<file path="src/sv/stbs_pkg.sv">
// ----------------------------------------------------------------------------
// stbs_pkg
// Shared types and codes for the sorted table bisection search block:
// channel item layouts, operation codes, search sequencer states and the
// result bundle passed from the search engine to the top level.
// ----------------------------------------------------------------------------
package stbs_pkg;

   // operation codes carried in the request item
   localparam logic OP_WRITE  = 1'b0;
   localparam logic OP_LOOKUP = 1'b1;

   // request item: table write or key lookup
   typedef struct packed {
      logic       operation;
      logic [6:0] entry_index;
      logic [7:0] key_value;
   } req_item_type;

   // response item: lookup result
   typedef struct packed {
      logic       found;
      logic [6:0] match_index;
   } rsp_item_type;

   // search sequencer states
   typedef enum logic [2:0] {
      ST_IDLE,
      ST_PROBE,
      ST_CHK_LO,
      ST_CHK_HI,
      ST_RESULT
   } search_state_type;

   // finished lookup offered by the engine
   typedef struct packed {
      logic       valid;
      logic       found;
      logic [6:0] match_index;
   } search_result_type;

endpackage

</file>
<file path="src/sv/stbs_engine.sv">
// ----------------------------------------------------------------------------
// stbs_engine
// Bisection search sequencer. One equal compare, one greater compare and the
// bisection step are reused every cycle; the table read address for the next
// probe is formed from the current compare so one probe completes per clock.
// ----------------------------------------------------------------------------
module stbs_engine #(
   parameter int MAX_ENTRIES = 128
) (
   input  logic                                 clock,
   input  logic                                 reset,
   input  logic                                 start,
   input  logic [7:0]                           key,
   input  logic [7:0]                           entry_count,
   input  logic [7:0]                           rd_data,
   input  logic                                 take,
   output logic [$clog2(MAX_ENTRIES)-1:0]       rd_addr,
   output logic                                 idle,
   output stbs_pkg::search_result_type          result
);

   localparam int IDX_W = $clog2(MAX_ENTRIES);
   localparam int CW    = (IDX_W > 8) ? IDX_W : 8;
   localparam int NW    = ((IDX_W + 1) > 8) ? (IDX_W + 1) : 8;
   localparam int MW    = (IDX_W > 7) ? IDX_W : 7;

   stbs_pkg::search_state_type state_ff, state_in;
   logic [IDX_W-1:0] lo_ff, lo_in;
   logic [IDX_W-1:0] hi_ff, hi_in;
   logic [IDX_W-1:0] cur_ff, cur_in;
   logic [7:0]       key_ff, key_in;
   logic             found_ff, found_in;
   logic [IDX_W-1:0] index_ff, index_in;

   logic [NW-1:0]    cnt_w;
   logic [NW-1:0]    n_w;
   logic [IDX_W-1:0] hi_init;
   logic [CW-1:0]    key_m1_w;
   logic [IDX_W-1:0] cur_init;
   logic             hit;
   logic             go_up;
   logic [IDX_W-1:0] lo_n, hi_n, cur_n;
   logic [MW-1:0]    index_w;

   // clamp the entry count and find the first probe position
   always_comb begin
      cnt_w    = NW'(entry_count);
      n_w      = (cnt_w > NW'(MAX_ENTRIES)) ? NW'(MAX_ENTRIES) : cnt_w;
      hi_init  = IDX_W'(n_w - NW'(1));
      key_m1_w = CW'(key) - CW'(1);
      if ((key == 8'd0) || (key_m1_w > CW'(hi_init))) begin
         cur_init = hi_init;
      end else begin
         cur_init = key_m1_w[IDX_W-1:0];
      end
   end

   // shared compare and bisection step
   always_comb begin
      hit   = (rd_data == key_ff);
      go_up = (key_ff > rd_data);
      if (go_up) begin
         lo_n  = cur_ff;
         hi_n  = hi_ff;
         cur_n = cur_ff + ((hi_ff - cur_ff) >> 1);
      end else begin
         lo_n  = lo_ff;
         hi_n  = cur_ff;
         cur_n = cur_ff - ((cur_ff - lo_ff) >> 1);
      end
   end

   // sequencer next state
   always_comb begin
      state_in = state_ff;
      lo_in    = lo_ff;
      hi_in    = hi_ff;
      cur_in   = cur_ff;
      key_in   = key_ff;
      found_in = found_ff;
      index_in = index_ff;
      rd_addr  = cur_ff;
      unique case (state_ff)
         stbs_pkg::ST_IDLE: begin
            if (start) begin
               key_in = key;
               lo_in  = '0;
               hi_in  = hi_init;
               cur_in = cur_init;
               if (n_w == '0) begin
                  found_in = 1'b0;
                  index_in = '0;
                  state_in = stbs_pkg::ST_RESULT;
               end else if (hi_init > IDX_W'(1)) begin
                  rd_addr  = cur_init;
                  state_in = stbs_pkg::ST_PROBE;
               end else begin
                  rd_addr  = '0;
                  state_in = stbs_pkg::ST_CHK_LO;
               end
            end
         end
         stbs_pkg::ST_PROBE: begin
            if (hit) begin
               found_in = 1'b1;
               index_in = cur_ff;
               state_in = stbs_pkg::ST_RESULT;
            end else begin
               lo_in  = lo_n;
               hi_in  = hi_n;
               cur_in = cur_n;
               if ((hi_n - lo_n) > IDX_W'(1)) begin
                  rd_addr = cur_n;
               end else begin
                  rd_addr  = lo_n;
                  state_in = stbs_pkg::ST_CHK_LO;
               end
            end
         end
         stbs_pkg::ST_CHK_LO: begin
            if (hit) begin
               found_in = 1'b1;
               index_in = lo_ff;
               state_in = stbs_pkg::ST_RESULT;
            end else begin
               rd_addr  = hi_ff;
               state_in = stbs_pkg::ST_CHK_HI;
            end
         end
         stbs_pkg::ST_CHK_HI: begin
            found_in = hit;
            index_in = hit ? hi_ff : '0;
            state_in = stbs_pkg::ST_RESULT;
         end
         stbs_pkg::ST_RESULT: begin
            if (take) begin
               state_in = stbs_pkg::ST_IDLE;
            end
         end
         default: begin
            state_in = stbs_pkg::ST_IDLE;
         end
      endcase
   end

   // sequencer state register
   always_ff @(posedge clock) begin
      if (reset) begin
         state_ff <= stbs_pkg::ST_IDLE;
      end else begin
         state_ff <= state_in;
      end
   end

   // search bounds and result registers
   always_ff @(posedge clock) begin
      lo_ff    <= lo_in;
      hi_ff    <= hi_in;
      cur_ff   <= cur_in;
      key_ff   <= key_in;
      found_ff <= found_in;
      index_ff <= index_in;
   end

   // status to the top level
   always_comb begin
      index_w            = MW'(index_ff);
      idle               = (state_ff == stbs_pkg::ST_IDLE);
      result.valid       = (state_ff == stbs_pkg::ST_RESULT);
      result.found       = found_ff;
      result.match_index = index_w[6:0];
   end

endmodule

</file>
<file path="src/sv/sorted_table_bisection_search_top.sv">
// ----------------------------------------------------------------------------
// sorted_table_bisection_search_top
// Sorted key table with bisection lookup. A write item stores one 8-bit key
// at a table position and gives no response. A lookup item searches the
// first entry_count positions (clamped to MAX_ENTRIES), which software keeps
// in ascending order, and returns one response with a found flag and the
// matching position (0 when not found). A lookup holds the request side
// stalled while it runs, with one table read per cycle through the single
// memory read port. The first probe can land anywhere in the range, and
// after it each probe about halves the span, so a 128-entry table takes 1 to
// 8 probes. Then come up to two bound checks and the handoff of the response
// to the output register. The request side stays stalled until that handoff,
// also while an earlier response waits under stall. The response is offered
// in the cycle after the handoff. An empty table answers not found without
// probing the table. Entries must be written before a lookup can probe them;
// the table has no reset.
// ----------------------------------------------------------------------------
module sorted_table_bisection_search_top #(
   parameter int MAX_ENTRIES = 128
) (
   input  logic                   clock,
   input  logic                   reset,
   input  logic                   req_valid,
   output logic                   req_stall,
   input  stbs_pkg::req_item_type req_item,
   output logic                   rsp_valid,
   input  logic                   rsp_stall,
   output stbs_pkg::rsp_item_type rsp_item,
   input  logic                   csr_valid,
   output logic                   csr_ready,
   input  logic [7:0]             csr_entry_count
);

   localparam int IDX_W = $clog2(MAX_ENTRIES);
   localparam int PW    = (IDX_W > 7) ? IDX_W : 7;

   logic [7:0]       entry_count_ff;
   logic [7:0]       key_table [MAX_ENTRIES];
   logic [7:0]       rd_data_ff;
   logic [IDX_W-1:0] rd_addr;
   logic [PW:0]      pos_w;
   logic             wr_en;
   logic             req_take;
   logic             lookup_start;
   logic             eng_idle;
   logic             res_take;
   logic             rsp_valid_ff, rsp_valid_in;
   stbs_pkg::rsp_item_type     rsp_item_ff;
   stbs_pkg::search_result_type eng_result;

   // configuration register
   assign csr_ready = 1'b1;

   always_ff @(posedge clock) begin
      if (reset) begin
         entry_count_ff <= 8'd0;
      end else if (csr_valid && csr_ready) begin
         entry_count_ff <= csr_entry_count;
      end
   end

   // request decode
   always_comb begin
      req_stall    = !eng_idle;
      req_take     = req_valid && !req_stall;
      pos_w        = (PW + 1)'(req_item.entry_index);
      wr_en        = req_take && (req_item.operation == stbs_pkg::OP_WRITE)
                     && (pos_w < (PW + 1)'(MAX_ENTRIES));
      lookup_start = req_take && (req_item.operation == stbs_pkg::OP_LOOKUP);
   end

   // key table, one write and one registered read per cycle
   always_ff @(posedge clock) begin
      if (wr_en) begin
         key_table[pos_w[IDX_W-1:0]] <= req_item.key_value;
      end
      rd_data_ff <= key_table[rd_addr];
   end

   // search sequencer
   stbs_engine #(
      .MAX_ENTRIES (MAX_ENTRIES)
   ) u_engine (
      .clock       (clock),
      .reset       (reset),
      .start       (lookup_start),
      .key         (req_item.key_value),
      .entry_count (entry_count_ff),
      .rd_data     (rd_data_ff),
      .take        (res_take),
      .rd_addr     (rd_addr),
      .idle        (eng_idle),
      .result      (eng_result)
   );

   // response output register
   always_comb begin
      res_take = eng_result.valid && (!rsp_valid_ff || !rsp_stall);
      if (res_take) begin
         rsp_valid_in = 1'b1;
      end else begin
         rsp_valid_in = rsp_valid_ff && rsp_stall;
      end
   end

   always_ff @(posedge clock) begin
      if (reset) begin
         rsp_valid_ff <= 1'b0;
      end else begin
         rsp_valid_ff <= rsp_valid_in;
      end
   end

   always_ff @(posedge clock) begin
      if (res_take) begin
         rsp_item_ff.found       <= eng_result.found;
         rsp_item_ff.match_index <= eng_result.match_index;
      end
   end

   assign rsp_valid = rsp_valid_ff;
   assign rsp_item  = rsp_item_ff;

   // a lookup keeps the request side stalled on the following cycle
   a_lookup_busy: assert property (@(posedge clock) disable iff (reset)
      lookup_start |=> req_stall)
      else $error("lookup accepted but request side not stalled");

   // a write never produces a response
   a_write_silent: assert property (@(posedge clock) disable iff (reset)
      (req_take && (req_item.operation == stbs_pkg::OP_WRITE)) |=> !eng_result.valid)
      else $error("write item produced a result");

   // a miss reports position zero
   a_miss_zero: assert property (@(posedge clock) disable iff (reset)
      (rsp_valid && !rsp_item.found) |-> (rsp_item.match_index == 7'd0))
      else $error("not found response with nonzero index");

   // a new response only appears from a finished search
   a_rsp_source: assert property (@(posedge clock) disable iff (reset)
      $rose(rsp_valid) |-> $past(eng_result.valid))
      else $error("response without finished search");

endmodule

</file>
<file path="config.mk">
export PLATFORM = sky130hd
export DESIGN_NAME = sorted_table_bisection_search_top
export DESIGN_NICKNAME = d
export VERILOG_FILES = /design/src/sv/stbs_pkg.sv /design/src/sv/stbs_engine.sv /design/src/sv/sorted_table_bisection_search_top.sv
export SDC_FILE = /design/constraint.sdc
export NUM_CORES = 2
export LEC_CHECK = 0
export BUFFER_PORTS_ARGS = -buffer_cell sky130_fd_sc_hd__buf_4
export CAP_MARGIN = 20
export CORE_MARGIN = 2
export CORE_UTILIZATION = 48
export CTS_BUF_LIST = sky130_fd_sc_hd__clkbuf_16
export DETAILED_ROUTE_END_ITERATION = 10
export PLACE_DENSITY = 0.63
export SLEW_MARGIN = 20
export SYNTH_ARGS = -nofsm -noshare
export SYNTH_HDL_FRONTEND = slang
export SYNTH_SLANG_ARGS = --single-unit
</file>
<file path="constraint.sdc">
create_clock -name clock -period 6.5 [get_ports clock]
set_input_delay 0.65 -clock clock [delete_from_list [all_inputs] [get_ports clock]]
set_output_delay 0.65 -clock clock [all_outputs]
set_load 0.1 [all_outputs]
</file>
# Word-level counts from Yosys, hierarchy flattened
# Memories as Yosys holds them, arrays and structs flattened. A register that Yosys moved wholly into a read port is not among the register bits.
# Cells that the tools add are included.
[word_totals]
reg_bits = 57
mem_bits_rw = 1024
in_bits = 29
out_inout_bits = 11
wordCells = 102
mem_count = 1
[memory_table]
columns = ["name", "words", "width", "rd", "rd_ports_with_merged_regs", "wr", "line", "source"]
rows = [
  ["key_table", 128, 8, 1, 1, 1, "sorted_table_bisection_search_top.sv:38", "logic [7:0] key_table [MAX_ENTRIES];"],
]
[op_classes]
addsub = 7
order_cmp = 5
n_eq_ne = 13
muxes = 42
n_bitwise = 1
reduce_logical = 22
[ops]
columns = ["op", "count"]
rows = [
  ["two-way mux 7 bit", 21],
  ["one-hot mux 7 bit (2 select lines)", 3],
  ["one-hot mux 7 bit (4 select lines)", 1],
  ["one-hot mux 7 bit (3 select lines)", 1],
  ["subtractor 7 bit", 3],
  ["two-way mux 3 bit", 6],
  ["zero test 8 bit", 2],
  ["one-hot mux 3 bit (5 select lines)", 1],
  ["> comparator 7 x 1 -> 1 bit (second input constant)", 2],
  ["equality test 8 bit", 1],
  ["> comparator 8 x 7 -> 1 bit", 1],
  ["> comparator 8 bit", 1],
  ["> comparator 8 bit (second input constant)", 1],
  ["two-way mux 8 bit", 1],
  ["!= test 2 x 1 -> 1 bit (second input constant)", 4],
  ["subtractor 8 x 1 -> 8 bit (second input constant)", 1],
  ["adder 7 x 6 -> 7 bit", 1],
  ["subtractor 7 x 1 -> 7 bit (second input constant)", 1],
  ["subtractor 7 x 6 -> 7 bit", 1],
  ["equality test 3 x 2 -> 1 bit (second input constant)", 2],
  ["two-way mux 1 bit", 6],
  ["!= test 2 bit (second input constant)", 3],
  ["AND reduction 3 bit", 2],
  ["logical AND 1 bit", 5],
  ["other kinds (16)", 19],
]

# Depth between registers and ports, before layout
[depth]
ltp_word = 10
ltp_mapped = 31
mapped_depth_nobuf = 25

# By module
# Synthesis repeated with hierarchy kept, for this count alone.
[hier_totals]
hier_cells = 2259
area_unflattened_um2 = 44911.8
[modules_own_cells]
columns = ["module", "instances", "cells_each", "area_per_inst_um2", "seq_area_each_um2"]
rows = [
  ["sorted_table_bisection_search_top", 1, 1680, 40266.1, 31330.0],
  ["stbs_engine", 1, 579, 4645.7, 1171.1],
]

# Worst setup path before layout
# Ideal clock, no wire load.
[synth_timing]
kind = "register to register"
start = "register u_engine.key_ff[7]"
end = "register rd_data_ff[0], read port of key_table"
setup_ns = 0.064
t_arrival_ns = 5.847
required_time_ns = 6.436
slack_ns = 0.589
path_stages_with_launch = 27
path_cell_list = "edfxtp_1 ha_1 and4_1 nor2b_1 o21ai_1 nand2_1 buf_2 clkbuf_1 clkbuf_1 nor2_1 a21oi_1 ha_1 inv_1 ha_1 a311o_1 a31o_1 a41oi_1 nand4_1 nor3_4 mux2i_1 a21oi_1 buf_2 a32o_1 a221oi_1 o22ai_1 or4_1 nand4_1"
[synth_between]
elab_chain_len = 7
[synth_lines]
columns = ["element", "line", "source"]
rows = [
  ["start, declared", "stbs_engine.sv:31", "logic [7:0] key_ff, key_in;"],
  ["start signal, assigned", "stbs_engine.sv:160", "key_ff <= key_in;"],
  ["> comparator 8 bit", "stbs_engine.sv:61", "go_up = (key_ff > rd_data);"],
  ["two-way mux 7 bit", "stbs_engine.sv:62", "if (go_up) begin"],
  ["subtractor 7 bit", "stbs_engine.sv:112", "if ((hi_n - lo_n) > IDX_W'(1)) begin"],
  ["> comparator 7 x 1 -> 1 bit", "stbs_engine.sv:112", ""],
  ["two-way mux 7 bit", "stbs_engine.sv:112", ""],
  ["two-way mux 7 bit", "stbs_engine.sv:104", "if (hit) begin"],
  ["one-hot mux 7 bit (3 select lines) *", "stbs_engine.sv:83", "unique case (state_ff)"],
  ["end, declared", "sorted_table_bisection_search_top.sv:39", "logic [7:0] rd_data_ff;"],
]
# Every way passes the cells marked *; elsewhere a longest branch is shown, timed or not.
# A chain may end at the register's enable or synchronous reset.

# Worst setup path in the final report
[layout_timing]
start = "register entry_count_ff[7]"
end = "register rd_data_ff[7], read port of key_table"
[layout_between]
elab_chain_len = 10
[layout_lines]
columns = ["element", "line", "source"]
rows = [
  ["start, declared", "sorted_table_bisection_search_top.sv:37", "logic [7:0] entry_count_ff;"],
  ["start signal, assigned", "sorted_table_bisection_search_top.sv:58", "entry_count_ff <= csr_entry_count;"],
  ["> comparator 8 bit", "stbs_engine.sv:48", "n_w = (cnt_w > NW'(MAX_ENTRIES)) ? NW'(MAX_ENTRIES) : cnt_w;"],
  ["two-way mux 8 bit *", "stbs_engine.sv:48", ""],
  ["subtractor 7 x 1 -> 7 bit", "stbs_engine.sv:49", "hi_init = IDX_W'(n_w - NW'(1));"],
  ["> comparator 8 x 7 -> 1 bit", "stbs_engine.sv:51", "if ((key == 8'd0) || (key_m1_w > CW'(hi_init))) begin"],
  ["logical OR 1 bit", "stbs_engine.sv:51", ""],
  ["two-way mux 7 bit", "stbs_engine.sv:51", ""],
  ["two-way mux 7 bit", "stbs_engine.sv:94", "end else if (hi_init > IDX_W'(1)) begin"],
  ["two-way mux 7 bit *", "stbs_engine.sv:90", "if (n_w == '0) begin"],
  ["two-way mux 7 bit *", "stbs_engine.sv:85", "if (start) begin"],
  ["one-hot mux 7 bit (3 select lines) *", "stbs_engine.sv:83", ""],
]
# Marked as above.

==> impl_metrics.tcl <==
set metrics [dict create \
    status "finished, final reports clean" \
    grt.busiest_layer "met2" \
    grt_use_met3 0.05101 \
    start_util 0.4831 \
    drtPass1Iterations 6 \
    tritoncts "done" \
    drive_above_1_share 0.1193 \
    yosys.area_share.simple 0.1446 \
    grt_max_degree 130 \
    ys_ff_latch 1089 \
    gp_congestion 0.9487 \
    place_inst 4815 \
    path_buf_inv 5 \
    netlist_area_mm2 0.04584 \
    critPathSlowestCell "nor4_2" \
    worstPathArrival_ns 6.95 \
    wl_per_cell_um 25.60 \
    syn2layout_area_growth_pct 13.95 \
    synth_xor_area_frac 0.005159 \
    ys_warn_count 0 \
    layout_commonest_cell "edfxtp_1" \
    switching_power_w 0.01236 \
    worstPathRequired_ns 7.11 \
    p_clk_frac 0.212 \
    rsz0062_at_grt "true" \
    p_per_area_mw_per_mm2 552.8 \
    die_h_um 313.0 \
    fmax_ghz 0.1578 \
    fin_area_mm2 0.05223 \
    root_buffer "clkbuf_16" \
    cts_sinks 1089 \
    drt-initial-drc-count 3630 \
    syn-num-nets 3605 \
    finalCritPeriodShare 0.9751 \
    drcViolationCount 0 \
    synth_cell_type_count 86 \
    num_vias 30070 \
    port-buffer-count 38 \
    r2r_slack_ns 0.16 \
    holdWs_ns 0.2025 \
    maxCapViolations 0 \
    setup_viol 0 \
    drv_slew 0 \
    antenna_left 0 \
    cp-startpoint "entry_count_ff[7]" \
    wl_mm 129.0 \
    crit_path_max_incr_delay_ns 0.44 \
    critical_path_class "flop to flop" \
    clockBufferDepth 3 \
    synth_ff_type "edfxtp_1" \
    ys_seq_area_frac 0.7091 \
    hold_path_class "input pin to flop" \
    swShare 0.4281 \
    track_usage 0.2606 \
    synth_mux_area_frac 0.03538 \
    ctsHoldBuffers 0 \
    final_cell_mix "1,069 x edfxtp_1, 818 x nand2_1, 312 x nand3_1, 212 x nor2_1, 206 x buf_4" \
    path_max_fanout 40 \
    grt_overflow 0 \
    post-dp-hpwl_mm 81.11 \
    syn_avg_cell_area_um2 12.98 \
    async_flop_share 0 \
    clkTransAtPathRegs_ns 0.06 \
    globalRouteMet1Util 0.3648 \
    grt_pass1_wl_mm 189.1 \
    clock_skew_ns 0.03108 \
    crit_top_cell "nand2_1" \
    internal_power_w 0.01651 \
    antenna_found_initial 1 \
    drt-vias-per-instance 5.967 \
    core_mm2 0.09487 \
    regToRegEndpoint "rd_data_ff[7]" \
    cts_inserted_buffers 109 \
    synth_compound_area_frac 0.06871 \
    placed_area_mm2 0.04844 \
    hold_violations 0 \
    totalNegativeSetupSlack_ns 0 \
    finalNonFillerCells 5039 \
    synth_top_family_by_area "simple AND/OR/NAND/NOR gates" \
    grt_pass1_vias 28570 \
    crit_path_end "rd_data_ff[7]" \
    critical_path.top_delay_family "simple AND/OR/NAND/NOR gates" \
    clk_latency_ns 0.70 \
    r2r-start "entry_count_ff[7]" \
    syn_inst 3532 \
    rows 113 \
    period_minus_slack_ns 6.338 \
    critPathCaptureType "flop" \
    grtUsageMet2 0.4079 \
    nFillCells 7729 \
    utilization 0.5505 \
    p_comb_frac 0.513 \
    power.leakage_nw 18.03 \
    cts_max_level 3 \
    r2r_cells 25 \
    die_area_mm2 0.09798 \
    ios 40 \
    seqPwrFrac 0.275 \
    ir_drop_mv 0.5056 \
    worstMarginPinSlew_ns 1.043 \
    start_kind "flop" \
    synthAdderAreaFrac 0.01250 \
    synth_edf_count 1069 \
    die_x_um 313.0 \
    cp.depth 25 \
    nets 3753 \
    max-slew-margin-rel 0.3033 \
]
[power by group through the flow]
stage                     Sequential, W  Combinational [W]  Clock [W]
after floorplan                 0.00806            0.00885          0
after global placement          0.00808             0.0141          0
after detailed placement        0.00808             0.0141          0
after CTS                       0.00793             0.0143    0.00618
after global routing            0.00794             0.0158    0.00646
final                           0.00794             0.0148    0.00612
[Yosys cell counts, types with 10 or more instances]
| library cell | number | share of area |
|---|---|---|
| ha_1 | 41 | 0.011 |
| mux2i_1 | 153 | 0.033 |
| a22oi_1 | 19 | 0.0031 |
| buf_2 | 85 | 0.0093 |
| a21o_1 | 14 | 0.0023 |
| inv_1 | 40 | 0.0033 |
| nand2_1 | 820 | 0.067 |
| xnor2_1 | 19 | 0.0036 |
| nor2_1 | 216 | 0.018 |
| dfxtp_1 | 20 | 0.0087 |
| or4_1 | 16 | 0.0026 |
| a221oi_1 | 13 | 0.0025 |
| nor4_1 | 25 | 0.0034 |
| edfxtp_1 | 1069 | 0.70 |
| a32o_1 | 14 | 0.0031 |
| o22ai_1 | 20 | 0.0027 |
| nor3_1 | 22 | 0.0024 |
| buf_4 | 16 | 0.0026 |
| nand3_1 | 313 | 0.034 |
| and3_1 | 17 | 0.0023 |
| a21oi_1 | 92 | 0.010 |
| o221ai_1 | 10 | 0.0019 |
| buf_1 | 18 | 0.0015 |
| nand4_1 | 23 | 0.0031 |
| o21ai_0 | 33 | 0.0036 |
| nor2b_1 | 20 | 0.0027 |
| clkbuf_1 | 70 | 0.0057 |
| a31oi_1 | 67 | 0.0091 |
| a211oi_1 | 14 | 0.0023 |
| a32oi_1 | 56 | 0.011 |
[worst min path at each step]
| stage | depth (start not counted) | slack (ns) | to | startpoint |
|---|---|---|---|---|
| finish | 3 | 0.20 | entry_count_ff[4] | csr_entry_count[4] |
| global placement | 0 | 0.40 | rsp_item[5] | u_engine.index_ff[5] |
| CTS | 3 | 0.18 | entry_count_ff[0] | csr_entry_count[0] |
| global route | 3 | 0.19 | entry_count_ff[0] | csr_entry_count[0] |
| floorplan | 0 | 0.40 | rsp_item[0] | u_engine.index_ff[0] |
| detailed placement | 0 | 0.40 | rsp_item[2] | u_engine.index_ff[2] |
[layout make-up]
cell class | instances | area (µm²) | area share
sequential | 1089 | 32500 | 0.6223
multi-input combinational | 2204 | 12390 | 0.2372
clock buffer | 112 | 2803 | 0.05366
timing repair buffer | 234 | 2127 | 0.04072
tap | 1265 | 1583 | 0.03030
clock inverter | 92 | 665.6 | 0.01274
inverter | 42 | 157.7 | 0.003018
antenna | 1 | 2.502 | 0.00004791
[worst min-delay path, delay by kind of cell]
family / cells / cell delay (ns)
buffers and inverters: 1 / 0.08
muxes: 1 / 0.06
and+or+nand+nor: 1 / 0.07
[cells by family (layout without fill, tap and decap cells)]
| logic type | Yosys count | after routing |
|---|---|---|
| and+or+nand+nor | 1527 | 1527 |
| other | 1 | 2 |
| DFF | 1089 | 1089 |
| xor gates and xnor gates | 27 | 27 |
| AOI/OAI and AO/OA | 444 | 444 |
| buffers and inverters | 239 | 480 |
| muxes | 161 | 161 |
| adders and majority gates | 44 | 44 |
[sequential cells by signal (all words and copies together), names as in the netlist]
register           count
entry_count_ff         8
key_table           1024
rd_data_ff             8
rsp_item               8
rsp_valid              1
u_engine.cur_ff        7
u_engine.found_ff      1
u_engine.hi_ff         7
u_engine.index_ff      7
u_engine.key_ff        8
u_engine.lo_ff         7
u_engine.state_ff      3
[per-layer routing]
metal,part of all wire,routed length [µm]
met1,0.41,52830
met2,0.47,60100
met3,0.087,11220
met4,0.038,4853
met5,0.00012,15
[through the flow]
stage	setup slack [ns]	power (W)
2_1_floorplan	0.5887	0.01690
3_3_place_gp	-0.1932	0.02213
3_5_place_dp	-0.2847	0.02219
4_1_cts	0.1047	0.02838
5_1_grt	-0.1174	0.03024
6_report	0.1619	0.02887
[repair_timing]
| item | CTS | global route |
|---|---|---|
| pin swaps | 3 | 8 |
| setup buffers | 6 | 12 |
| gates cloned | 0 | 1 |
| resized for setup | 4 | 21 |
| endpoints found under the setup margin | 5 | 8 |
No activity file was read; power rests on OpenSTA's default activity.
